==> config.mk <==
export PLATFORM = sky130hd
export DESIGN_NAME = pwmpc_out_buf_flat
export DESIGN_NICKNAME = d
export VERILOG_FILES = /design/src/hw/rtl/pwmpc_pkg.sv /design/src/hw/rtl/pwmpc_if.sv /design/src/hw/rtl/pwmpc_out_buf.sv /design/src/flat_wrapper.sv
export SDC_FILE = /design/constraint.sdc
export NUM_CORES = 1
export LEC_CHECK = 0
export ABC_CLOCK_PERIOD_IN_PS = 6770
export BUFFER_PORTS_ARGS = -buffer_cell sky130_fd_sc_hd__buf_2
export CAP_MARGIN = 20
export CORE_ASPECT_RATIO = 1.2
export CORE_MARGIN = 3
export CORE_UTILIZATION = 30
export DETAILED_ROUTE_END_ITERATION = 6
export GPL_ROUTABILITY_DRIVEN = 0
export PLACE_DENSITY_LB_ADDON = 0.2
export SLEW_MARGIN = 20
export SYNTH_ARGS = -nofsm -noshare
export SYNTH_HDL_FRONTEND = slang
export SYNTH_SLANG_ARGS = --single-unit
==> constraint.sdc <==
create_clock -name clk -period 6.77 [get_ports clk]
set_clock_uncertainty 0.05 [all_clocks]
set_input_delay 0.3385 -clock clk [delete_from_list [all_inputs] [get_ports clk]]
set_output_delay 0.3385 -clock clk [all_outputs]
set_load 0.01 [all_outputs]
==> src/hw/rtl/pwmpc_pkg.sv <==
// ----------------------------------------------------------------------------
// pwmpc_pkg
// Types and constants shared by the PWM prescaler/period calculator
// ----------------------------------------------------------------------------
package pwmpc_pkg;

    localparam int unsigned DIV_W       = 32;
    localparam int unsigned FIELD_W     = 16;
    localparam int unsigned TICKS_CELLS = DIV_W;
    localparam int unsigned ARR_CELLS   = FIELD_W + 1;
    localparam int unsigned REM_SHIFT   = ARR_CELLS;

    localparam logic STATUS_OK  = 1'b0;
    localparam logic STATUS_ERR = 1'b1;

    typedef logic [DIV_W-1:0]   word_t;
    typedef logic [FIELD_W-1:0] field_t;

    typedef struct packed {
        word_t  rem;
        word_t  dividend;
        word_t  divisor;
        word_t  quotient;
        field_t psc;
        logic   err;
    } div_stage_t;

    typedef struct packed {
        logic   status;
        field_t prescaler;
        field_t period;
    } result_t;

endpackage

==> src/hw/rtl/pwmpc_if.sv <==


interface pwmpc_rsp_if;
    logic              valid;
    logic              ready;
    logic              status;
    pwmpc_pkg::field_t prescaler;
    pwmpc_pkg::field_t period;

    modport source (output valid, output status, output prescaler, output period,
                    input ready);
    modport sink   (input valid, input status, input prescaler, input period,
                    output ready);
endinterface


==> src/hw/rtl/pwmpc_out_buf.sv <==
// ----------------------------------------------------------------------------
// pwmpc_out_buf
// Forms the result and holds it in an output register with a skid entry
// ----------------------------------------------------------------------------
module pwmpc_out_buf (
    input  logic                  clk,
    input  logic                  rst_n,
    input  logic                  tail_valid,
    input  pwmpc_pkg::div_stage_t tail_data,
    output logic                  adv,
    pwmpc_rsp_if.source           rsp
);
    import pwmpc_pkg::*;

    logic [FIELD_W:0] arr_full;
    result_t          result;
    logic             fire;
    logic             incoming;
    logic             out_valid_reg;
    logic             out_valid_next;
    logic             skid_valid_reg;
    logic             skid_valid_next;
    logic             load_from_skid;
    logic             load_new;
    logic             load_skid;
    result_t          out_data_reg;
    result_t          skid_data_reg;

    always_comb
    begin
        arr_full = tail_data.quotient[FIELD_W:0] - {{FIELD_W{1'b0}}, 1'b1};
        if (tail_data.err)
        begin
            result.status    = STATUS_ERR;
            result.prescaler = '0;
            result.period    = '0;
        end
        else
        begin
            result.status    = STATUS_OK;
            result.prescaler = tail_data.psc;
            result.period    = arr_full[FIELD_W-1:0];
        end
    end

    assign adv      = ~skid_valid_reg;
    assign fire     = out_valid_reg & rsp.ready;
    assign incoming = adv & tail_valid;

    always_comb
    begin
        out_valid_next  = out_valid_reg;
        skid_valid_next = skid_valid_reg;
        load_from_skid  = 1'b0;
        load_new        = 1'b0;
        load_skid       = 1'b0;
        if (!out_valid_reg || fire)
        begin
            if (skid_valid_reg)
            begin
                load_from_skid  = 1'b1;
                out_valid_next  = 1'b1;
                skid_valid_next = 1'b0;
            end
            else
            begin
                load_new       = incoming;
                out_valid_next = incoming;
            end
        end
        else if (incoming)
        begin
            load_skid       = 1'b1;
            skid_valid_next = 1'b1;
        end
    end

    always_ff @(posedge clk or negedge rst_n)
    begin
        if (!rst_n)
        begin
            out_valid_reg  <= 1'b0;
            skid_valid_reg <= 1'b0;
        end
        else
        begin
            out_valid_reg  <= out_valid_next;
            skid_valid_reg <= skid_valid_next;
        end
    end

    always_ff @(posedge clk)
    begin
        if (load_from_skid)
        begin
            out_data_reg <= skid_data_reg;
        end
        else if (load_new)
        begin
            out_data_reg <= result;
        end
        if (load_skid)
        begin
            skid_data_reg <= result;
        end
    end

    assign rsp.valid     = out_valid_reg;
    assign rsp.status    = out_data_reg.status;
    assign rsp.prescaler = out_data_reg.prescaler;
    assign rsp.period    = out_data_reg.period;

endmodule

==> src/flat_wrapper.sv <==
// flat-port wrapper written by rule: the top's interface ports become plain ports
module pwmpc_out_buf_flat import pwmpc_pkg::*;
  (clk, rst_n, tail_valid, tail_data, adv, rsp_valid, rsp_status, rsp_prescaler, rsp_period, rsp_ready);
  pwmpc_rsp_if rsp_i ();
  input  logic clk;
  input  logic rst_n;
  input  logic tail_valid;
  input  pwmpc_pkg::div_stage_t tail_data;
  output logic adv;
  output wire logic [$bits(rsp_i.valid)-1:0] rsp_valid;
  output wire logic [$bits(rsp_i.status)-1:0] rsp_status;
  output wire logic [$bits(rsp_i.prescaler)-1:0] rsp_prescaler;
  output wire logic [$bits(rsp_i.period)-1:0] rsp_period;
  input wire logic [$bits(rsp_i.ready)-1:0] rsp_ready;
  assign rsp_valid = rsp_i.valid;
  assign rsp_status = rsp_i.status;
  assign rsp_prescaler = rsp_i.prescaler;
  assign rsp_period = rsp_i.period;
  assign rsp_i.ready = rsp_ready;
  pwmpc_out_buf u_core (.clk(clk), .rst_n(rst_n), .tail_valid(tail_valid), .tail_data(tail_data), .adv(adv), .rsp(rsp_i));
endmodule
==> Word level (Yosys, flattened, before mapping) <==
Cells that the tools add are included.
{ "totals": {"regBits": 68} }
{ "classes": {"muxes": 12, "addsub": 1, "n_bitwise": 3, "n_reduce_logical": 4} }
{ "op_table": {"columns": ["cell", "count"], "rows": [
  ["33-bit two-way mux", 3],
  ["16-bit by 1-bit subtractor with 16-bit output, second input constant", 1],
  ["1-bit two-way mux", 9],
  ["2-bit nonzero test", 2],
  ["1-bit bitwise AND", 2],
  ["1-bit logical NOT", 1],
  ["1-bit logical OR", 1],
  ["1-bit inverter", 1]
]} }

==> Longest topological paths before layout <==
Gate-level depths: netlist of the first run.
{ "depth": {"word_depth": 6, "depth_mapped": 6, "mapped_depth_nobuf": 6} }

==> Worst setup path after synthesis of the first run <==
No wires, ideal clock.
{ "synth_timing": {"kind": "input-to-reg", "start": "input port rsp_ready", "end": "register u_core.skid_data_reg[0] in the netlist's numbering (enable)", "n_path_buf": 0, "stages": 2, "setup_time_ps": 471, "t_arrival_ps": 3038, "setup_slack_ps": 3211, "path_cell_list": "nand2b_1 -> nor3b_1"} }
{ "synth_via": {"elab_chain_len": 3} }
{ "synth_lines": {"columns": ["item", "line_no", "text"], "rows": [
  ["from (decl)", "flat_wrapper.sv:14", "input wire logic [$bits(rsp_i.ready)-1:0] rsp_ready;"],
  ["1-bit bitwise AND", "pwmpc_out_buf.sv:47", "assign fire = out_valid_reg & rsp.ready;"],
  ["1-bit logical OR", "pwmpc_out_buf.sv:57", "if (!out_valid_reg || fire)"],
  ["1-bit two-way mux", "pwmpc_out_buf.sv:57", null],
  ["net u_core.load_skid", "pwmpc_out_buf.sv:25", "logic load_skid;"],
  ["to (signal assigned)", "pwmpc_out_buf.sv:104", "skid_data_reg <= result;"],
  ["to (decl)", "pwmpc_out_buf.sv:27", "result_t skid_data_reg;"]
]} }
The timed path passes the listed nets, and every way through them passes these cells.
A chain may end at the register's enable or synchronous reset.

==> Final worst setup path of the first run <==
{ "layout_timing": {"start": "register u_core.out_valid_reg (netlist: u_core.rsp.valid)", "end": "register u_core.out_data_reg, in the netlist u_core.rsp.period[7] (data pin)"} }
{ "layout_via": {"elab_chain_len": 4, "elab_cells_between_ends": 5, "classes_between": "mux (2); bitwise (1); reduce/logical (2)"} }
{ "layout_lines": {"columns": ["item", "line_no", "text"], "rows": [
  ["from (decl)", "pwmpc_out_buf.sv:19", "logic out_valid_reg;"],
  ["from (signal assigned)", "pwmpc_out_buf.sv:87", "out_valid_reg <= out_valid_next;"],
  ["1-bit bitwise AND / 1-bit logical NOT (equally long branches)", "pwmpc_out_buf.sv:47, pwmpc_out_buf.sv:57", null],
  ["1-bit logical OR *", "pwmpc_out_buf.sv:57", null],
  ["1-bit two-way mux *", "pwmpc_out_buf.sv:57", null],
  ["33-bit two-way mux *", "pwmpc_out_buf.sv:94", "if (load_from_skid)"],
  ["to (signal assigned)", "pwmpc_out_buf.sv:96", "out_data_reg <= skid_data_reg;"],
  ["to (signal assigned)", "pwmpc_out_buf.sv:100", "out_data_reg <= result;"],
  ["to (decl)", "pwmpc_out_buf.sv:26", "result_t out_data_reg;"]
]} }
Every way passes the cells marked *; elsewhere a longest branch is shown, timed or not.

==> results.toml, run 1 <==
[outcome]
outcome = "complete, no violations"

[power]
clkPwrFrac = 0.396
irDropWorstVdd_mv = 0.106
p_per_area_nw_per_um2 = 272
switching_share = 0.224
switching_power_mw = 0.226
power_frac_seq = 0.501
power.leakage_nw = 1.41
power.combinational.fraction = 0.103
p_int_mw = 0.784

[grt]
grt_max_degree = 36
antenna_found_initial = 0
grt_pass1_wl_um = 9280
grt_usage = 0.116
overflow = 0
first_global_vias = 1871

[synth]
ys_warn_count = 0
synth_top_area_frac = 0.673
ys_ff_latch = 68
yosysSeqAreaShare = 0.690
synthesis.nets = 359
async_flop_share = 0.0294
netlist_area_um2 = 2940
syn_area_per_cell_um2 = 14.1
ys.flop_type = "edfxtp_1"
synth_area_leaders = "edfxtp_1 67%, mux2_2 7.6%, nor2b_1 3.6%, nand2_1 2.5%, nor2_1 2.4%"
yosysTopAreaCell = "edfxtp_1"
ys_types = 32
synth_edf_count = 66
syn-instance-count = 209

[cells_and_area]
num-fill-cells = 978
nNetsFinal = 437
final_cell_area_um2 = 3720
syn_to_final_growth_pct = 26.2
largest_reg_flops = 33
layoutNonFillerInstCount = 415
final_layout_size_suffix_gt1_frac = 0.373
antennaDiodeCount = 0

[timing]
tightest_slew_ps = 867
period_minus_slack_ps = 2200
finalHoldViolations = 0
fin_hold_ws_ps = 202
rsz0062_at_grt = "false"
min_period_over_period = 0.324
fmax_ghz = 0.455
slew_headroom = 0.422
drv_slew = 0
tns_ps = 0
setup_viol = 0

[setup_path]
worstPathRequired_ps = 6770
r2r_cells = 5
ff2ff_setup_slack_ps = 4570
r2r-start = "u_core.rsp.valid$_DFFE_PN0N_"
max_stage_delay_ps = 470
cp_max_fo = 15
crit_chain = "nand2b_1 > nand2_1 > buf_4 > nand2_1 > o21ai_0"
cp-end-kind = "flop"
slowest_stage = "nand2_1"
crit_top_cell = "nand2_1"
start_kind = "flop"
crit_end = "u_core.rsp.period[7]$_DFFE_PP_"
crit_path_start = "u_core.rsp.valid$_DFFE_PN0N_"
arrival_ps = 2190
critPathKind = "flop to flop"
r2r-end = "u_core.rsp.period[7]$_DFFE_PP_"

[clocking]
cts_tree = "built"
postCtsSetupBuffers = 0
clockRootBuffer = "clkbuf_16"
clkTransAtPathRegs_ps = 50
cts_sinks = 68
cts-htree-levels = 3
cts.path.max_buffers = 2
numCtsBuffers = 9
clock_latency_ps = 320

[route]
wl_um = 6010
viasPerCell = 4.51
wl_per_cell_um = 14.5
dr.first_iter.drc_count = 90
dr.pass1.iters = 4
remaining_drc_errors = 0
vias = 1870
ant_nets = 0

[die]
fp.dieW_um = 96.4
die_h_um = 115
start_util = 0.308
row_count = 39
core_area_um2 = 9560
io_pins = 184
die-area_um2 = 11000

[placement]
dp_hpwl_um = 3990
io_buffers = 71
place_inst = 398
place_area_um2 = 3450

[hold_path]
whs_path_depth = 3
timing.hold.worst.class = "input port to flop"

[flow_run]
drv_cap = 0
routing by layer:
metal,global-route usage,part of all wire,up-vias
li1,-,-,920
met4,0.0730,0.021,0
met1,0.136,0.42,887
met2,0.189,0.51,53
met5,0,0,-
met3,0.0250,0.055,10
cells in the final DEF, fill, tap and decap left out, types with 4 or more instances in the layout:
master,Yosys,final
inv_1,4,4
o21ai_0,12,12
edfxtp_1,66,66
nor2_1,19,19
nand4_1,4,4
clkbuf_16,0,9
nor2b_1,17,17
nand2_1,20,20
xor2_1,8,8
buf_2,1,71
mux2_2,20,20
layout make-up:
| type | count | area [um2] | area share |
|---|---|---|---|
| Clock inverter | 4 | 16.3 | 0.00438 |
| Timing Repair Buffer | 74 | 380 | 0.102 |
| Clock buffer | 12 | 236 | 0.0636 |
| Multi-Input combinational cell | 130 | 882 | 0.237 |
| Tap cell | 123 | 154 | 0.0414 |
| Sequential cell | 68 | 2030 | 0.547 |
| Inverter | 4 | 15.0 | 0.00404 |
power groups by stage:
| stage | combinational (mW) | sequential (mW) | clock (mW) |
|---|---|---|---|
| CTS | 0.107 | 0.506 | 0.417 |
| global route | 0.117 | 0.509 | 0.433 |
| detailed placement | 0.107 | 0.515 | 0 |
| floorplan | 0.0472 | 0.525 | 0 |
| finish | 0.104 | 0.506 | 0.400 |
| global placement | 0.105 | 0.514 | 0 |
cell families (layout without fill, tap and decap cells):
family / Yosys count / after routing / share of synthesized area
adders and majority gates: 1 / 1 / 0.00425
buffers and inverters: 11 / 94 / 0.0144
muxes: 20 / 20 / 0.0765
and+or+nand+nor: 80 / 80 / 0.149
DFF: 68 / 68 / 0.690
AOI/OAI and AO/OA: 18 / 18 / 0.0327
xor gates and xnor gates: 11 / 11 / 0.0327
critical path: cells and delay by family, from the launching register on:
family	cells	cell delay (ps)
and+or+nand+nor	3	960
DFF	1	370
buffers and inverters	1	370
AOI/OAI and AO/OA	1	160
worst min-delay path by stage:
stage | from | to | slack [ps]
detailed placement | rst_n | u_core.rsp.valid$_DFFE_PN0N_ | 80
global placement | rst_n | u_core.rsp.valid$_DFFE_PN0N_ | 70
global route | tail_valid | u_core.rsp.valid$_DFFE_PN0N_ | 230
floorplan | rst_n | u_core.rsp.valid$_DFFE_PN0N_ | -7
CTS | tail_valid | u_core.rsp.valid$_DFFE_PN0N_ | 190
finish | tail_valid | u_core.rsp.valid$_DFFE_PN0N_ | 200
cell usage after synthesis, types with 2 or more instances:
cell / count
dfrtp_1: 2
xor2_1: 8
nor4_1: 2
edfxtp_1: 66
o21ai_0: 12
nand2b_1: 3
clkbuf_1: 5
mux2_2: 20
nand2_1: 20
nor2b_1: 17
a21oi_1: 3
nand4_1: 4
xnor2_1: 3
inv_1: 4
nand3_1: 3
nor3_1: 3
nor2_1: 19
through the flow:
step                      utilization  total power [mW]  setup slack, ps
after CTS                       0.389              1.03             4500
after detailed placement        0.361             0.621             4370
after floorplan                     -             0.572             3210
final                           0.389              1.01             4570
after global routing            0.389              1.06             4370
after global placement          0.360             0.620             4190
what timing repair did:
item | 4_1_cts | 5_1_grt
hold buffers | 1 | 0
endpoints found under the hold margin | 2 | 0
gates resized for setup | 0 | 0
Power figures use the tool's default switching activity.
==> inputs of run 2 (changes only) <==
--- a/config.mk
+++ b/config.mk
@@ -5,7 +5,7 @@
 export SDC_FILE = /design/constraint.sdc
 export NUM_CORES = 1
 export LEC_CHECK = 0
-export ABC_CLOCK_PERIOD_IN_PS = 6770
+export ABC_CLOCK_PERIOD_IN_PS = 2150
 export BUFFER_PORTS_ARGS = -buffer_cell sky130_fd_sc_hd__buf_2
 export CAP_MARGIN = 20
 export CORE_ASPECT_RATIO = 1.2
==> constraint.sdc (replaced) <==
create_clock -name clk -period 2.15 [get_ports clk]
set_clock_uncertainty 0.05 [all_clocks]
set_input_delay 0.1075 -clock clk [delete_from_list [all_inputs] [get_ports clk]]
set_output_delay 0.1075 -clock clk [all_outputs]
set_load 0.01 [all_outputs]
==> run 2 against run 1 <==
  * Flip-flop and latch count did not move
  * Register-to-register slack got worse by 4100 ps
  * Highest routed layer unchanged
  * Worst setup slack got worse by 4100 ps
  * Largest power group unchanged
  * Total power rose to 3.2 times the previous value
  * Fmax rose by 30%
  * Die area did not move
  * Critical path depth did not move
  * Clock-buffer cell count rose by 1
  * Via count rose by 1.6%
  * Combinational power rose to 3.5 times the previous value
==> results.toml, run 2 (synthesis results as in run 1) <==
[route]
dr.first_iter.drc_count = 55
wl_um = 6190
vias = 1899
ant_nets = 0
highest_layer = "met4"
wl_met1_um = 2770
wl_met3_um = 329
wl_per_cell_um = 14.7
dr.pass1.iters = 4
remaining_drc_errors = 0
viasPerCell = 4.50
wl_met2_um = 2980

[clocking]
cts_tree = "built"
numCtsBuffers = 9
postCtsSetupBuffers = 0
clkTransAtPathRegs_ps = 50
cts_sinks = 68
cts.path.max_buffers = 2
cts_resized = 0
clockRootBuffer = "clkbuf_16"
cts-htree-levels = 3
clock_latency_ps = 320

[die]
die-area_um2 = 11000
core_area_um2 = 9560
fp.dieW_um = 96.4
die_h_um = 115
io_pins = 184
start_util = 0.308
row_count = 39

[grt]
antenna_found_initial = 0
grt_pass1_wl_um = 10000
first_global_vias = 1937
overflow = 0
grt_usage = 0.122
grt_max_degree = 34

[timing]
tns_ps = 0
min_period_over_period = 0.787
slew_headroom = 0.712
setup_viol = 0
finalHoldViolations = 0
period_minus_slack_ps = 1690
rsz0062_at_grt = "false"
drv_slew = 0
fmax_ghz = 0.591
fin_hold_ws_ps = 36.6
tightest_slew_ps = 428

[setup_path]
cp_max_fo = 23
cp-end-kind = "flop"
crit_top_cell = "nand2_1"
max_stage_delay_ps = 370
crit_end = "u_core.rsp.period[9]$_DFFE_PP_"
arrival_ps = 1690
r2r-end = "u_core.rsp.period[9]$_DFFE_PP_"
crit_chain = "nand2b_1 > nand2_1 > buf_12 > nand2_1 > o21ai_0"
start_kind = "flop"
r2r_cells = 5
ff2ff_setup_slack_ps = 460
r2r-start = "u_core.rsp.valid$_DFFE_PN0N_"
worstPathRequired_ps = 2150
critPathKind = "flop to flop"
slowest_stage = "dfrtp_1"
crit_path_start = "u_core.rsp.valid$_DFFE_PN0N_"

[cells_and_area]
nNetsFinal = 444
postLayoutCoreUtil = 0.400
mostFrequentLayoutCells = "71 x buf_2, 66 x edfxtp_1, 20 x nand2_1, 20 x mux2_2, 19 x nor2_1"
layout.cells.most_common = "buf_2"
regArea_um2 = 2030
syn_to_final_growth_pct = 29.8
num-fill-cells = 961
antennaDiodeCount = 0
final_layout_size_suffix_gt1_frac = 0.388
final_cell_area_um2 = 3820
multi_input_area_um2 = 882
largest_reg_flops = 33

[placement]
dp_hpwl_um = 4300
place_area_um2 = 3550
io_buffers = 71

[flow_run]
drv_cap = 0

[outcome]
outcome = "complete, no violations"

[hold_path]
timing.hold.worst.class = "input port to asynchronous set/reset pin"

[power]
p_total_mw = 3.22
p_per_area_nw_per_um2 = 843
power.leakage_nw = 1.47
irDropWorstVdd_mv = 0.329
[run 2: worst min-delay path by stage]
stage | startpoint | end | depth (start not counted)
final | rst_n | u_core.skid_valid_reg$_DFFE_PN0P_ | 2
after global routing | rst_n | u_core.skid_valid_reg$_DFFE_PN0P_ | 2
after CTS | rst_n | u_core.skid_valid_reg$_DFFE_PN0P_ | 2
after detailed placement | rst_n | u_core.skid_valid_reg$_DFFE_PN0P_ | 1
after global placement | rst_n | u_core.rsp.valid$_DFFE_PN0N_ | 1
after floorplan | rst_n | u_core.rsp.valid$_DFFE_PN0N_ | 0
[run 2: cell type report]
cell class                 instances  area share
tap                              123      0.0403
sequential                        68       0.532
multi-input combinational        130       0.231
inverter                           4     0.00393
timing repair buffer              81       0.127
clock buffer                      13      0.0628
clock inverter                     3     0.00360
[run 2: routing by layer]
| layer | global-route usage | up-vias |
|---|---|---|
| met5 | 0 | - |
| met4 | 0.0533 | 0 |
| met3 | 0.0401 | 8 |
| met2 | 0.192 | 43 |
| met1 | 0.154 | 919 |
| li1 | - | 929 |
[run 2: where the power goes]
group,switching (mW),leakage (nW),internal (mW),total (mW)
Combinational,0.203,0.682,0.158,0.361
Sequential,0.0227,0.659,1.57,1.59
Clock,0.495,0.125,0.773,1.27
[run 2: repair_timing]
item                                    4_1_cts  5_1_grt
hold buffers                                  2        0
hold endpoints to repair                      4        0
endpoints found under the setup margin        0        0
[run 2: stage by stage]
step | setup WS [ps] | cells
5_1_grt | 325 | 422
6_report | 458 | 422
3_3_place_gp | 471 | 404
4_1_cts | 464 | 422
2_1_floorplan | 203 | 209
3_5_place_dp | 474 | 404
[run 2: worst max-delay path, delay by kind of cell (launching register included)]
kind | cells | cell delay [ps]
AOI/OAI and AO/OA | 1 | 170
and+or+nand+nor | 3 | 640
buffers and inverters | 1 | 190
DFF | 1 | 370
