### src/hw/rtl/pwmpc_pkg.sv
// ----------------------------------------------------------------------------
// pwmpc_pkg
// Types and constants shared by the PWM prescaler/period calculator
// ----------------------------------------------------------------------------
package pwmpc_pkg;

    localparam int unsigned DIV_W       = 32;
    localparam int unsigned FIELD_W     = 16;
    localparam int unsigned TICKS_CELLS = DIV_W;
    localparam int unsigned ARR_CELLS   = FIELD_W + 1;
    localparam int unsigned REM_SHIFT   = ARR_CELLS;

    localparam logic STATUS_OK  = 1'b0;
    localparam logic STATUS_ERR = 1'b1;

    typedef logic [DIV_W-1:0]   word_t;
    typedef logic [FIELD_W-1:0] field_t;

    typedef struct packed {
        word_t  rem;
        word_t  dividend;
        word_t  divisor;
        word_t  quotient;
        field_t psc;
        logic   err;
    } div_stage_t;

    typedef struct packed {
        logic   status;
        field_t prescaler;
        field_t period;
    } result_t;

endpackage

### src/hw/rtl/pwmpc_prep.sv
// ----------------------------------------------------------------------------
// pwmpc_prep
// Turns the tick count into the prescaler and sets up the period division
// ----------------------------------------------------------------------------
module pwmpc_prep (
    input  logic                  clk,
    input  logic                  rst_n,
    input  logic                  en,
    input  logic                  in_valid,
    input  pwmpc_pkg::div_stage_t in_data,
    output logic                  out_valid,
    output pwmpc_pkg::div_stage_t out_data
);
    import pwmpc_pkg::*;

    word_t          ticks;
    word_t          ticks_m1;
    field_t         psc;
    logic [FIELD_W:0] psc_p1;
    div_stage_t     data_next;
    div_stage_t     data_reg;
    logic           valid_reg;

    always_comb
    begin
        ticks    = in_data.quotient;
        ticks_m1 = ticks - word_t'(1);
        psc      = ticks_m1[DIV_W-1 -: FIELD_W];
        psc_p1   = {1'b0, psc} + {{FIELD_W{1'b0}}, 1'b1};

        data_next.rem      = {{REM_SHIFT{1'b0}}, ticks[DIV_W-1:REM_SHIFT]};
        data_next.dividend = {ticks[REM_SHIFT-1:0], {(DIV_W-REM_SHIFT){1'b0}}};
        data_next.divisor  = {{(DIV_W-FIELD_W-1){1'b0}}, psc_p1};
        data_next.quotient = '0;
        data_next.psc      = psc;
        data_next.err      = in_data.err | (ticks == '0);
    end

    always_ff @(posedge clk or negedge rst_n)
    begin
        if (!rst_n)
        begin
            valid_reg <= 1'b0;
        end
        else if (en)
        begin
            valid_reg <= in_valid;
        end
    end

    always_ff @(posedge clk)
    begin
        if (en)
        begin
            data_reg <= data_next;
        end
    end

    assign out_valid = valid_reg;
    assign out_data  = data_reg;

endmodule

### config.mk
export PLATFORM = sky130hd
export DESIGN_NAME = pwmpc_prep
export DESIGN_NICKNAME = d
export VERILOG_FILES = /design/src/hw/rtl/pwmpc_pkg.sv /design/src/hw/rtl/pwmpc_prep.sv
export SDC_FILE = /design/constraint.sdc
export NUM_CORES = 1
export LEC_CHECK = 0
export ABC_AREA = 1
export BUFFER_PORTS_ARGS = -buffer_cell sky130_fd_sc_hd__buf_2
export CORE_AREA = 2 2 114 116
export DETAILED_ROUTE_END_ITERATION = 8
export DIE_AREA = 0 0 116 118
export GPL_TIMING_DRIVEN = 0
export PLACE_DENSITY = 0.7
export SETUP_SLACK_MARGIN = 0.05
export SYNTH_ARGS = -nofsm -noshare
export SYNTH_HDL_FRONTEND = slang
export SYNTH_SLANG_ARGS = --single-unit
### constraint.sdc
create_clock -name clk -period 0.9 [get_ports clk]
set_input_delay 0.09 -clock clk [delete_from_list [all_inputs] [get_ports clk]]
set_output_delay 0.09 -clock clk [all_outputs]
set_load 0.02 [all_outputs]
After elaboration in Yosys (flattened, before gate mapping) --
Index checks and enable logic that the tools add are counted.
Storage, ports and cells: register bits 67, ROM bits 0, bits in latches 0, memories kept 0, input port bits 149, memory bits (writable) 0
Operators by class: multiplexer cells 0, shifts and indexed selects 0, $lt $le $gt $ge 0, bitwise logic cells 1, add/sub/neg operators 2, equal/unequal tests 0, multipliers 0, div/mod/pow operators 0, reduce and logical (&&, ||, !) cells 1
Operators with widths (count):
- zero test 32 bit | 1
- subtractor 32 x 1 -> 32 bit (second input constant) | 1
- adder 16 x 1 -> 17 bit (second input constant) | 1
- OR 1 bit | 1

Logic depth before layout (Yosys ltp) --
Gate-level depths: netlist of the first run.
depth in word-level cells 2, gate-level depth with buffers 12

Worst setup path before layout of the first run --
Ideal clock, no wire load.
path type input to register, start point in in_data[22] (netlist bit), end point reg data_reg (netlist bit out_data[61]) (data pin), setup slack -0.746 ns, stages 11, arrival 1.393 ns, data required time 0.647 ns, path buffers 0, cell sequence nor2_1 -> nand2_1 -> nor2_2 -> nand3_1 -> nand2_2 -> ha_1 -> nand3_4 -> nor2_8 -> nand3b_2 -> nand2_1 -> nand2_1
RTL lines:
- start, declared | RTL line pwmpc_prep.sv:10 | input pwmpc_pkg::div_stage_t in_data,
- end signal, assigned | RTL line pwmpc_prep.sv:55 | data_reg <= data_next;
- end, declared | RTL line pwmpc_prep.sv:21 | div_stage_t data_reg;

==> metrics.csv, run 1 <==
stage,metric,value,unit
global_routing,vias in the first global route,3310,
logic_synthesis,mean post-synth cell area,10.0,um^2
final_layout,Area growth syn-to-layout,74.8,%
global_routing,total global-route track usage,15.9,%
final_layout,Antenna Cells,0,
final_layout,number of nets in the final layout,792,
logic_synthesis,fraction of the yosys area taken by sequential cells,50.8,%
final_layout,Final Cell Area,0.00690,mm^2
global_routing,largest net degree at the start of global routing,68,
critical_path,endpoint required time on the critical path,1000,ps
route,router iterations before antenna repair,5,
outcome,violated checks,setup timing,
final_layout,most used cells in the layout excluding fill and tap cells,"buf_4, conb_1, buf_6",
critical_path,cell family with the largest share of critical-path delay,simple AND/OR/NAND/NOR gates,
clock_tree,H-tree depth,3,
hold_path,Worst Hold Class,input pin to flip-flop,
clock_tree,TritonCTS buffer count,9,
place,final weighted congestion in routability-driven placement,0.820,
global_routing,initial antenna violation count,0,
route,Antenna Violating Nets Remaining,0,
route,post-DR wirelength/cell,14.1,um
timing,crit share post-route,154,%
clock_tree,number of clock sinks seen by CTS,67,
route,number of DRC violations after detailed-routing iteration 0,189,
global_routing,remaining global-route overflow,0,
power,power per standard cell area,1390,mW/mm^2
critical_path,kind of start point of the critical path,input pin,
critical_path,number of buffers and inverters on the critical path,1,
die,area of the core region,0.0124,mm^2
power,part of the total power dissipated in combinational logic,25.1,%
critical_path,maximum fanout along the worst path,5,
logic_synthesis,dominant cell type by area after synthesis,edfxtp_1,
outcome,status,"complete, but fails checks",
logic_synthesis,top-area cell type share of the netlist area,50.2,%
power,Worst IR Drop VDD,0.000975,V
timing,final worst path period need,1390,ps
timing,worst setup skew after layout,0,ps
route,average vias per placed instance,4.12,
die,Ports,295,
timing,TNS Setup,-11760,ps
global_routing,global-route wire length before repair,16400,um
final_layout,"most common cell after layout, fill and taps aside",buf_4,
timing,unrepaired setup endpoints after global routing,yes,
critical_path,highest cell delay on the worst timing path,160,ps
clock_tree,TritonCTS clock tree,done,
power,total internal power,6.86,mW
die,Die Footprint,0.0137,mm^2
place,worst setup slack after placement,-1010,ps
timing,number of pins exceeding their max-slew limit in the final report,0,
logic_synthesis,synthesized flop and latch total,67,
clock_tree,clock transition at the registers of the reported paths,60,ps
die,Die X,116,um
power,proportion of total power due to net switching,28.7,%
final_layout,Filler Cell Count,1053,
logic_synthesis,number of instances in the synthesized netlist,393,
timing,Final setup viols,95,
final_layout,fraction of final layout cells sized beyond drive strength 1,58.9,%
critical_path,element type at the critical path end,flip-flop,
clock_tree,Root Driver,clkbuf_16,
route,total wirelength of the detailed-routed design,11500,um
route,remaining routing DRC violations,0,
place,sum of net half-perimeters after detailed placement,7940,um
critical_path,arrival time worst endpoint,1490,ps
power,leakage power summed over all cells,3.13,nW
logic_synthesis,Synth area leaders,"edfxtp_1, buf_4, nand2_1, nand2_2, nor2_1",
critical_path,crit path max-delay cell type,nor2_4,
timing,post-route setup slack,-487,ps
timing,Max transition margin,57.9,%
die,standard-cell row count,41,
power,switching power summed over all nets,2.76,mW
timing,number of hold violations in the final report,0,
clock_tree,insertion delay to the later sink of the worst-skew pair,340,ps
power,relative contribution of sequential cells to total power,39.8,%
timing,highest clock rate,721,MHz
critical_path,ordered cell list for the critical path,"buf_4, nor2_4, nand2_2, nor2_4, nand3_2, nand2_2, nand2_4, nor2_4, nand2_4, nor2_8, nand3_2, nand2_1, nand2_1",
logic_synthesis,warnings from Yosys,0,
job,Max Cap Violations,0,
place,number of port buffers,103,
critical_path,path type of the worst setup path,input pin to flip-flop,
critical_path,most repeated library cell on the critical path,nor2_4,
final_layout,utilization after layout,55.6,%
logic_synthesis,cell area after technology mapping,0.00395,mm^2
place,Post-DP Area,0.00519,mm^2
route,total via count in the routed design,3363,
clock_tree,number of buffers on the longest clock path,2,
die,Die Ht,118,um
power,clock network fraction of total power,35.1,%
die,starting utilization of the core area,31.8,%
logic_synthesis,Synth cell types,30,
timing,transition time at the pin with the least slew margin,631,ps
## through the flow
stage | hold slack, ps | cells | power [mW]
floorplan | -206 | 471 | 5.07
global placement | -136 | 746 | 5.62
detailed placement | -132 | 746 | 5.65
CTS | -33.6 | 802 | 9.34
global route | 7.89 | 817 | 9.96
finish | 15.3 | 817 | 9.62
## cells in the mapped netlist (all sizes together)
library cell  instances
edfxtp               66
ha                    1
nand4                13
nor2                 76
clkinv                2
dfrtp                 1
conb                  1
and2                  1
buf                  79
nor3                  1
xor2                  6
nand2                96
nand3                14
or2                   1
mux2                  1
inv                  25
o21ai                 6
nand3b                1
xnor2                 2
## kinds of logic after synthesis
| group | synth area share [%] |
|---|---|
| fa+ha+maj | 0.317 |
| flops | 50.8 |
| buf+inv | 17.6 |
| simple gates | 28.0 |
| compound gates | 1.05 |
| xor+xnor | 1.78 |
| mux | 0.285 |
| other cells | 0.0950 |
## worst paths after layout
check,start,to,slack (ps),depth (start not counted)
worst min-delay path,in_data[35],out_data[114]$_DFFE_PP_,20,1
worst max-delay path,in_data[35],out_data[62]$_DFFE_PP_,-490,13
max in group asynchronous,rst_n,out_valid$_DFFE_PN0P_,760,2
worst max register to register,out_valid$_DFFE_PN0P_,out_valid$_DFFE_PN0P_,140,1
min in group asynchronous,rst_n,out_valid$_DFFE_PN0P_,60,2
worst min register to register,out_valid$_DFFE_PN0P_,out_valid$_DFFE_PN0P_,540,1
## power by group through the flow
| stage | Sequential (mW) | Clock [mW] | Combinational (mW) |
|---|---|---|---|
| 3_3_place_gp | 3.83 | 0 | 1.79 |
| 3_5_place_dp | 3.84 | 0 | 1.81 |
| 6_report | 3.83 | 3.38 | 2.41 |
| 2_1_floorplan | 4.17 | 0 | 0.900 |
| 5_1_grt | 3.86 | 3.54 | 2.57 |
| 4_1_cts | 3.80 | 3.38 | 2.16 |
## cell type report
type / instances / area [um^2] / share of cell area [%]
tap: 172 / 215 / 3.12
buffer: 79 / 593 / 8.60
timing repair buffer: 159 / 1560 / 22.7
inverter: 27 / 111 / 1.61
clock buffer: 9 / 225 / 3.26
clock inverter: 5 / 46.3 / 0.671
multi-input combinational: 299 / 2140 / 31.0
sequential: 67 / 2010 / 29.1
## layer usage
metal / vias up / wire length, um / track usage [%] / part of all wire [%]
met2: 180 / 5940 / 27.9 / 52
met3: 16 / 1110 / 5.82 / 9.7
met1: 1544 / 4260 / 17.6 / 37
met4: 0 / 186 / 4.91 / 1.6
met5: - / 0 / 0 / 0
li1: 1623 / - / - / -
## registers in the layout, summed over array words and instances, names as in the netlist
| register | flops |
|---|---|
| out_data | 66 |
| out_valid | 1 |
## what timing repair did
action                                 4_1_cts  5_1_grt
setup endpoints to repair                  166      101
endpoints found under the hold margin       26        3
gates resized for setup                    158      120
hold buffers                                25        3
cloned                                       1        0
pin swaps                                   68       49
buffers inserted                            16       12
No activity file was read; power rests on OpenSTA's default activity.
==> run 2, diff against run 1 <==
Settings changed: CORE_AREA 2 2 114 116 to 2 2 116 118, CTS_BUF_LIST set to sky130_fd_sc_hd__clkbuf_4, DIE_AREA 0 0 116 118 to 0 0 118 120, PLACE_DENSITY 0.7 to 0.68.
==> run 2 against run 1 <==
Compared with the run above: first-iteration DRC count is 35% lower; the flow still finishes with violations (setup timing); clock-buffer cell count stayed put; wire length down 7.2%; clock skew did not move; clock power down 24%; flip-flop and latch count unchanged; setup slack gained 53 ps; critical endpoint is now out_data[55]$_DFFE_PP_; largest cell class unchanged; global-route usage decreased by 1.1 points; largest power group unchanged; non-clock buffer count rose by 11; register-to-register slack got worse by 30 ps; sequential share of layout area is 0.31 points higher.
==> metrics.csv, run 2 (same netlist as run 1, synthesis figures left out) <==
stage,metric,value,unit,change
clock_tree,number of clock sinks seen by CTS,67,,unchanged
power,power per standard cell area,1280,mW/mm^2,-8.0%
global_routing,global-route wire length before repair,16200,um,-1.5%
die,standard-cell row count,42,,+2.4%
timing,worst setup skew after layout,0,ps,unchanged
route,Antenna Violating Nets Remaining,0,,unchanged
global_routing,vias in the first global route,3246,,-1.9%
outcome,violated checks,setup timing,,
global_routing,initial antenna violation count,0,,unchanged
route,average vias per placed instance,3.98,,-3.3%
timing,post-route setup slack,-433,ps,+53.5 ps
die,Die Ht,120,um,+1.7%
final_layout,number of nets in the final layout,803,,+1.4%
critical_path,endpoint required time on the critical path,1080,ps,+80 ps
power,leakage power summed over all cells,3.06,nW,-2.2%
hold_path,Worst Hold Class,input pin to flip-flop,,
final_layout,most used cells in the layout excluding fill and tap cells,"buf_4, conb_1, buf_6",,
die,Die Footprint,0.0142,mm^2,+3.4%
global_routing,total global-route track usage,14.8,%,-1.1 points
route,remaining routing DRC violations,0,,unchanged
job,Max Cap Violations,0,,unchanged
final_layout,Filler Cell Count,1152,,+9.4%
outcome,status,"complete, but fails checks",,
critical_path,maximum fanout along the worst path,5,,unchanged
route,number of DRC violations after detailed-routing iteration 0,123,,-35%
timing,unrepaired setup endpoints after global routing,yes,,
timing,crit share post-route,148,%,-5.9 points
critical_path,path type of the worst setup path,input pin to flip-flop,,
final_layout,Final Cell Area,0.00683,mm^2,-1.1%
global_routing,largest net degree at the start of global routing,68,,unchanged
power,Worst IR Drop VDD,0.000820,V,-16%
clock_tree,insertion delay to the later sink of the worst-skew pair,410,ps,+70 ps
route,post-DR wirelength/cell,12.8,um,-9.1%
global_routing,remaining global-route overflow,0,,unchanged
clock_tree,clock transition at the registers of the reported paths,130,ps,+70 ps
clock_tree,H-tree depth,3,,unchanged
timing,number of hold violations in the final report,0,,unchanged
die,area of the core region,0.0130,mm^2,+4.6%
final_layout,Antenna Cells,0,,unchanged
final_layout,number of flip-flops in the largest register,66,,unchanged
route,router iterations before antenna repair,4,,-1
place,final weighted congestion in routability-driven placement,0.815,,-0.59%
timing,Max transition margin,58.8,%,+0.84 points
timing,Final setup viols,88,,-7.4%
critical_path,element type at the critical path end,flip-flop,,
timing,number of pins exceeding their max-slew limit in the final report,0,,unchanged
final_layout,fraction of final layout cells sized beyond drive strength 1,56.8,%,-2.1 points
die,Die X,118,um,+1.7%
final_layout,Area growth syn-to-layout,72.9,%,
timing,TNS Setup,-16020,ps,-4260 ps
final_layout,"most common cell after layout, fill and taps aside",buf_4,,
clock_tree,TritonCTS buffer count,9,,unchanged
die,starting utilization of the core area,30.4,%,-1.4 points
final_layout,utilization after layout,52.6,%,-3.0 points
critical_path,arrival time worst endpoint,1510,ps,+20 ps
power,Final Power,8.75,mW,-9.0%
timing,final worst path period need,1330,ps,-53.5 ps
route,total via count in the routed design,3318,,-1.3%
die,Ports,295,,unchanged
clock_tree,number of buffers on the longest clock path,2,,unchanged
clock_tree,Root Driver,clkbuf_4,,
timing,transition time at the pin with the least slew margin,619,ps,-12.7 ps
timing,highest clock rate,750,MHz,+4.0%
place,number of port buffers,103,,unchanged
critical_path,kind of start point of the critical path,input pin,,
route,total wirelength of the detailed-routed design,10700,um,-7.2%
clock_tree,TritonCTS clock tree,done,,
place,Post-DP Area,0.00520,mm^2,about the same
place,sum of net half-perimeters after detailed placement,7860,um,-1.0%
==> run 2: cell count changes in the layout (fill, tap and decap cells not counted), sizes merged <==
cell,previous run,this run
buf,210,212
bufinv,1,3
clkbuf,9,10
dlygate4sd3,28,36
==> run 2: final cells by class <==
class | count | area (um^2) | area share, %
Multi-Input combinational cell | 299 | 2080 | 30.5
Sequential cell | 67 | 2010 | 29.4
Timing Repair Buffer | 170 | 1630 | 23.9
Buffer | 79 | 593 | 8.69
Tap cell | 176 | 220 | 3.23
Clock inverter | 7 | 116 | 1.70
Inverter | 27 | 111 | 1.63
Clock buffer | 9 | 67.6 | 0.990
==> run 2: per-layer routing <==
| metal | wire length, um | up-vias | share of wire (%) | track usage [%] |
|---|---|---|---|---|
| li1 | - | 1655 | - | - |
| met1 | 4300 | 1483 | 40 | 17.8 |
| met2 | 5280 | 167 | 49 | 25.4 |
| met3 | 975 | 13 | 9.1 | 4.61 |
| met4 | 123 | 0 | 1.2 | 4.29 |
| met5 | 0 | - | 0 | 0 |
==> run 2: metrics by stage <==
step / hold slack (ps) / cells / setup WS, ps
after global placement: -136 / 750 / -1040
after CTS: -160 / 821 / -397
after global routing: 13.8 / 834 / -494
after detailed placement: -134 / 750 / -1060
after floorplan: -206 / 471 / -559
final: 36.2 / 834 / -433
==> run 2: timing repair <==
item                       in CTS  in global routing
setup endpoints to repair     156                 98
setup buffers                  19                 16
hold endpoints to repair       35                  1
gates cloned                    1                  0
pin swaps                      57                 59
gates resized for setup       110                128
hold buffers                   35                  1
==> run 2: worst max-delay path, cell delays in order <==
cell and delay, ps:
buf_8 110, nor2_4 150, nand2_4 80, nor2_4 190, buf_6 120, nand2_2 40
nand2_2 90, nand2_4 70, ha_4 170, nand3_4 100, nor2_8 60, buf_6 110
xor2_1 130
==> run 2: where the power goes <==
group	internal [mW]	total (mW)	switching, mW
Combinational	1.06	2.37	1.31
Sequential	3.71	3.82	0.108
Clock	1.40	2.57	1.16
Total	6.17	8.75	2.58
==> run 2: worst paths after layout <==
kind,startpoint,end,slack [ps],cells after the start
min in group asynchronous,rst_n,out_valid$_DFFE_PN0P_,510,3
hold reg to reg,out_valid$_DFFE_PN0P_,out_valid$_DFFE_PN0P_,570,1
hold / removal,in_data[36],out_data[4]$_DFFE_PP_,40,3
setup reg to reg,out_valid$_DFFE_PN0P_,out_valid$_DFFE_PN0P_,110,1
max in group asynchronous,rst_n,out_valid$_DFFE_PN0P_,280,3
setup / recovery,in_data[18],out_data[55]$_DFFE_PP_,-430,13
==> run 3, diff against run 2 <==
Settings changed: ABC_AREA 1 to unset, CORE_AREA 2 2 116 118 to 2 2 114 116, DIE_AREA 0 0 118 120 to 0 0 116 118, PLACE_DENSITY 0.68 to 0.64.
==> run 3 against run 2 <==
Compared with the run above: highest routed layer unchanged; the flow finishes with violations (hold timing, setup timing); critical path type unchanged; worst hold slack got worse by 180 ps; clock-buffer cell count did not move; core utilization fell by 6.7 points.
==> metrics.csv, run 3 <==
stage,metric,value,unit,change
outcome,status,"complete, but fails checks",,
outcome,violated checks,"hold timing, setup timing",,
critical_path,worst reg2reg startpoint,out_valid$_DFFE_PN0P_,,
clock_tree,clock transition at the registers of the reported paths,120,ps,about the same
die,Die Footprint,0.0137,mm^2,-3.3%
job,Max Cap Violations,0,,unchanged
timing,worst setup skew after layout,0,ps,unchanged
clock_tree,TritonCTS buffer count,9,,unchanged
critical_path,arrival time worst endpoint,2100,ps,+590 ps
global_routing,total global-route track usage,11.2,%,-3.6 points
clock_tree,hold_buf cts,35,,unchanged
final_layout,number of nets in the final layout,645,,-20%
critical_path,endpoint required time on the critical path,1070,ps,about the same
place,number of port buffers,103,,unchanged
place,sum of net half-perimeters after detailed placement,5530,um,-30%
critical_path,R2R Setup Slk,130,ps,+20 ps
clock_tree,Root Driver,clkbuf_4,,
die,Ports,295,,unchanged
logic_synthesis,dominant cell type by area after synthesis,edfxtp_1,,
power,relative contribution of sequential cells to total power,48.9,%,+5.3 points
timing,final worst path period need,1930,ps,+599 ps
power,total internal power,5.46,mW,-12%
power,leakage power summed over all cells,2.60,nW,-15%
timing,number of hold violations in the final report,1,,+1
final_layout,Filler Cell Count,1129,,-2.0%
global_routing,largest net degree at the start of global routing,68,,unchanged
timing,unrepaired setup endpoints after global routing,yes,,
final_layout,Area growth syn-to-layout,71.4,%,
die,starting utilization of the core area,26.7,%,-3.7 points
clock_tree,insertion delay to the later sink of the worst-skew pair,410,ps,about the same
hold_path,end point of the most critical hold path,out_data[97]$_DFFE_PP_,,
place,final weighted congestion in routability-driven placement,0.749,,-8.1%
route,remaining routing DRC violations,0,,unchanged
final_layout,Final Cell Area,0.00569,mm^2,-17%
route,Antenna Violating Nets Remaining,0,,unchanged
die,Die Ht,118,um,-1.7%
global_routing,vias in the first global route,2406,,-26%
hold_path,Worst Hold Class,input pin to flip-flop,,
critical_path,maximum fanout along the worst path,4,,-1
timing,number of pins exceeding their max-slew limit in the final report,0,,unchanged
final_layout,utilization after layout,45.8,%,-6.7 points
critical_path,Reg-to-Reg End,out_valid$_DFFE_PN0P_,,
logic_synthesis,cell area after technology mapping,0.00332,mm^2,-16%
critical_path,path type of the worst setup path,input pin to flip-flop,,
final_layout,"most common cell after layout, fill and taps aside",buf_4,,
global_routing,initial antenna violation count,0,,unchanged
route,post-DR wirelength/cell,12.6,um,-1.5%
timing,Final setup viols,101,,+15%
final_layout,Antenna Cells,0,,unchanged
clock_tree,H-tree depth,3,,unchanged
final_layout,fraction of final layout cells sized beyond drive strength 1,51.6,%,-5.2 points
logic_synthesis,Synth area leaders,"edfxtp_1, buf_4, xnor2_1, xor2_1, nor4_1",,
logic_synthesis,number of instances in the synthesized netlist,250,,-36%
global_routing,remaining global-route overflow,0,,unchanged
critical_path,Register-to-Register Path Depth,1,,unchanged
logic_synthesis,fraction of the yosys area taken by sequential cells,60.4,%,+9.6 points
final_layout,number of flip-flops in the largest register,66,,unchanged
final_layout,area occupied by multi-input gates,0.00126,mm^2,-39%
logic_synthesis,top-area cell type share of the netlist area,59.7,%,+9.5 points
timing,post-route setup slack,-1030,ps,-599 ps
clock_tree,number of clock sinks seen by CTS,67,,unchanged
logic_synthesis,"top cells by count, synth","buf_4, edfxtp_1, xnor2_1, xor2_1, nand2_1",,
timing,TNS Setup,-30920,ps,"-14,900 ps"
final_layout,most used cells in the layout excluding fill and tap cells,"buf_4, conb_1, buf_6",,
hold_path,cell depth of the worst hold path,1,,-2
place,Post-DP Area,0.00450,mm^2,-13%
global_routing,global-route wire length before repair,11800,um,-27%
timing,Max transition margin,57.0,%,-1.8 points
logic_synthesis,dominant synthesized flop cell,edfxtp_1,,
power,proportion of total power due to net switching,30.2,%,+0.72 points
final_layout,register cell area after layout,0.00201,mm^2,unchanged
route,total wirelength of the detailed-routed design,8480,um,-21%
power,Worst IR Drop VDD,0.000677,V,-17%
power,clock network fraction of total power,25.9,%,-3.4 points
place,worst setup slack after placement,-1820,ps,-762 ps
logic_synthesis,mean post-synth cell area,13.3,um^2,+32%
timing,transition time at the pin with the least slew margin,645,ps,+26.3 ps
power,switching power summed over all nets,2.37,mW,-8.4%
clock_tree,number of buffers on the longest clock path,2,,unchanged
route,total via count in the routed design,2499,,-25%
logic_synthesis,number of synthesized flops with an enable pin,66,,unchanged
logic_synthesis,Synth cell types,43,,+43%
logic_synthesis,fraction of registers with async set or reset after synthesis,1.49,%,unchanged
timing,highest clock rate,518,MHz,-31%
timing,crit share post-route,215,%,+67 points
route,router iterations before antenna repair,4,,unchanged
power,part of the total power dissipated in combinational logic,25.2,%,-1.9 points
route,average vias per placed instance,3.72,,-6.5%
logic_synthesis,warnings from Yosys,0,,unchanged
die,area of the core region,0.0124,mm^2,-4.4%
hold_path,startpoint of the worst hold path,in_data[18],,
logic_synthesis,most frequent cell after synthesis,buf_4,,
timing,Hold WS,-149,ps,-185 ps
power,power per standard cell area,1370,mW/mm^2,+7.2%
critical_path,kind of start point of the critical path,input pin,,
clock_tree,TritonCTS clock tree,done,,
die,Die X,116,um,-1.7%
route,number of DRC violations after detailed-routing iteration 0,122,,-0.81%
die,standard-cell row count,41,,-2.4%
logic_synthesis,synthesized flop and latch total,67,,unchanged
critical_path,element type at the critical path end,flip-flop,,
run 3: cell types whose count changed after synthesis, moves of 6 or more:
cell | before | now
xor2_1 | 6 | 13
inv_1 | 21 | 1
nand4_1 | 13 | 4
nor2_1 | 42 | 7
nor4_1 | 0 | 6
nand3_1 | 9 | 3
xnor2_1 | 2 | 14
nand2_1 | 67 | 9
nand2_2 | 27 | 0
nor2_2 | 24 | 0
nor2_4 | 8 | 1
run 3: power groups by stage:
| stage | sequential [mW] | combinational [mW] | clock, mW |
|---|---|---|---|
| 2_1_floorplan | 4.17 | 0.697 | 0 |
| 3_3_place_gp | 3.84 | 1.51 | 0 |
| 3_5_place_dp | 3.84 | 1.52 | 0 |
| 4_1_cts | 3.79 | 1.74 | 2.14 |
| 5_1_grt | 3.85 | 2.09 | 2.26 |
| 6_report | 3.83 | 1.97 | 2.02 |
run 3: logic make-up after synthesis:
logic type	count (synthesis)	share of synthesized area, %
XOR/XNOR	27	7.12
buffers and inverters	87	18.8
other	1	0.113
adder cells (fa/ha/maj)	1	0.377
multiplexers	3	0.942
AND/OR/NAND/NOR	51	9.31
AO/OA/AOI/OAI	13	2.90
flip-flops	67	60.4
run 3: through the flow:
step / std cells / power, mW / hold WS, ps
floorplan: 328 / 4.87 / -206
global placement: 603 / 5.35 / -134
detailed placement: 603 / 5.36 / -134
CTS: 662 / 7.66 / -182
global route: 672 / 8.20 / -188
finish: 672 / 7.82 / -149
run 3: worst max-delay path, stage by stage:
cell and delay [ps]:
buf_6 100, nor4_4 350, nand4_4 160, or3_1 380, clkbuf_8 150, nand2_4 80, ha_4 170, buf_4 150
a22o_4 160, mux2i_1 220, xor2_1 80
run 3: area by class of cell:
class	count	area share [%]
Tap cell	172	3.78
Clock buffer	9	1.19
Timing Repair Buffer	158	25.2
Buffer	84	11.1
Sequential cell	67	35.3
Multi-Input combinational cell	174	22.2
Inverter	1	0.0659
Clock inverter	7	1.21
run 3: repair_timing:
| action | 4_1_cts | 5_1_grt |
|---|---|---|
| pin swaps | 14 | 12 |
| gates resized for setup | 61 | 100 |
| setup buffers | 10 | 11 |
| endpoints found under the hold margin | 35 | 1 |
| gates cloned | 0 | 0 |
| endpoints found under the setup margin | 101 | 102 |
run 3: worst max path at each step:
stage	startpoint	cells past startpoint	slack, ps	endpoint
floorplan	in_data[30]	11	-1310	out_data[63]$_DFFE_PP_
global placement	in_data[21]	12	-1820	out_data[61]$_DFFE_PP_
detailed placement	in_data[21]	12	-1820	out_data[61]$_DFFE_PP_
CTS	in_data[17]	12	-1080	out_data[63]$_DFFE_PP_
global route	in_data[18]	11	-1070	out_data[63]$_DFFE_PP_
finish	in_data[18]	11	-1030	out_data[63]$_DFFE_PP_
run 3: layer usage:
metal / vias to the layer above / part of all wire, % / global-route usage (%)
met1: 1108 / 40 / 13.1
met5: - / 0 / 0
met4: 0 / 1.0 / 3.79
li1: 1219 / - / -
met3: 10 / 11 / 4.53
met2: 162 / 48 / 18.5
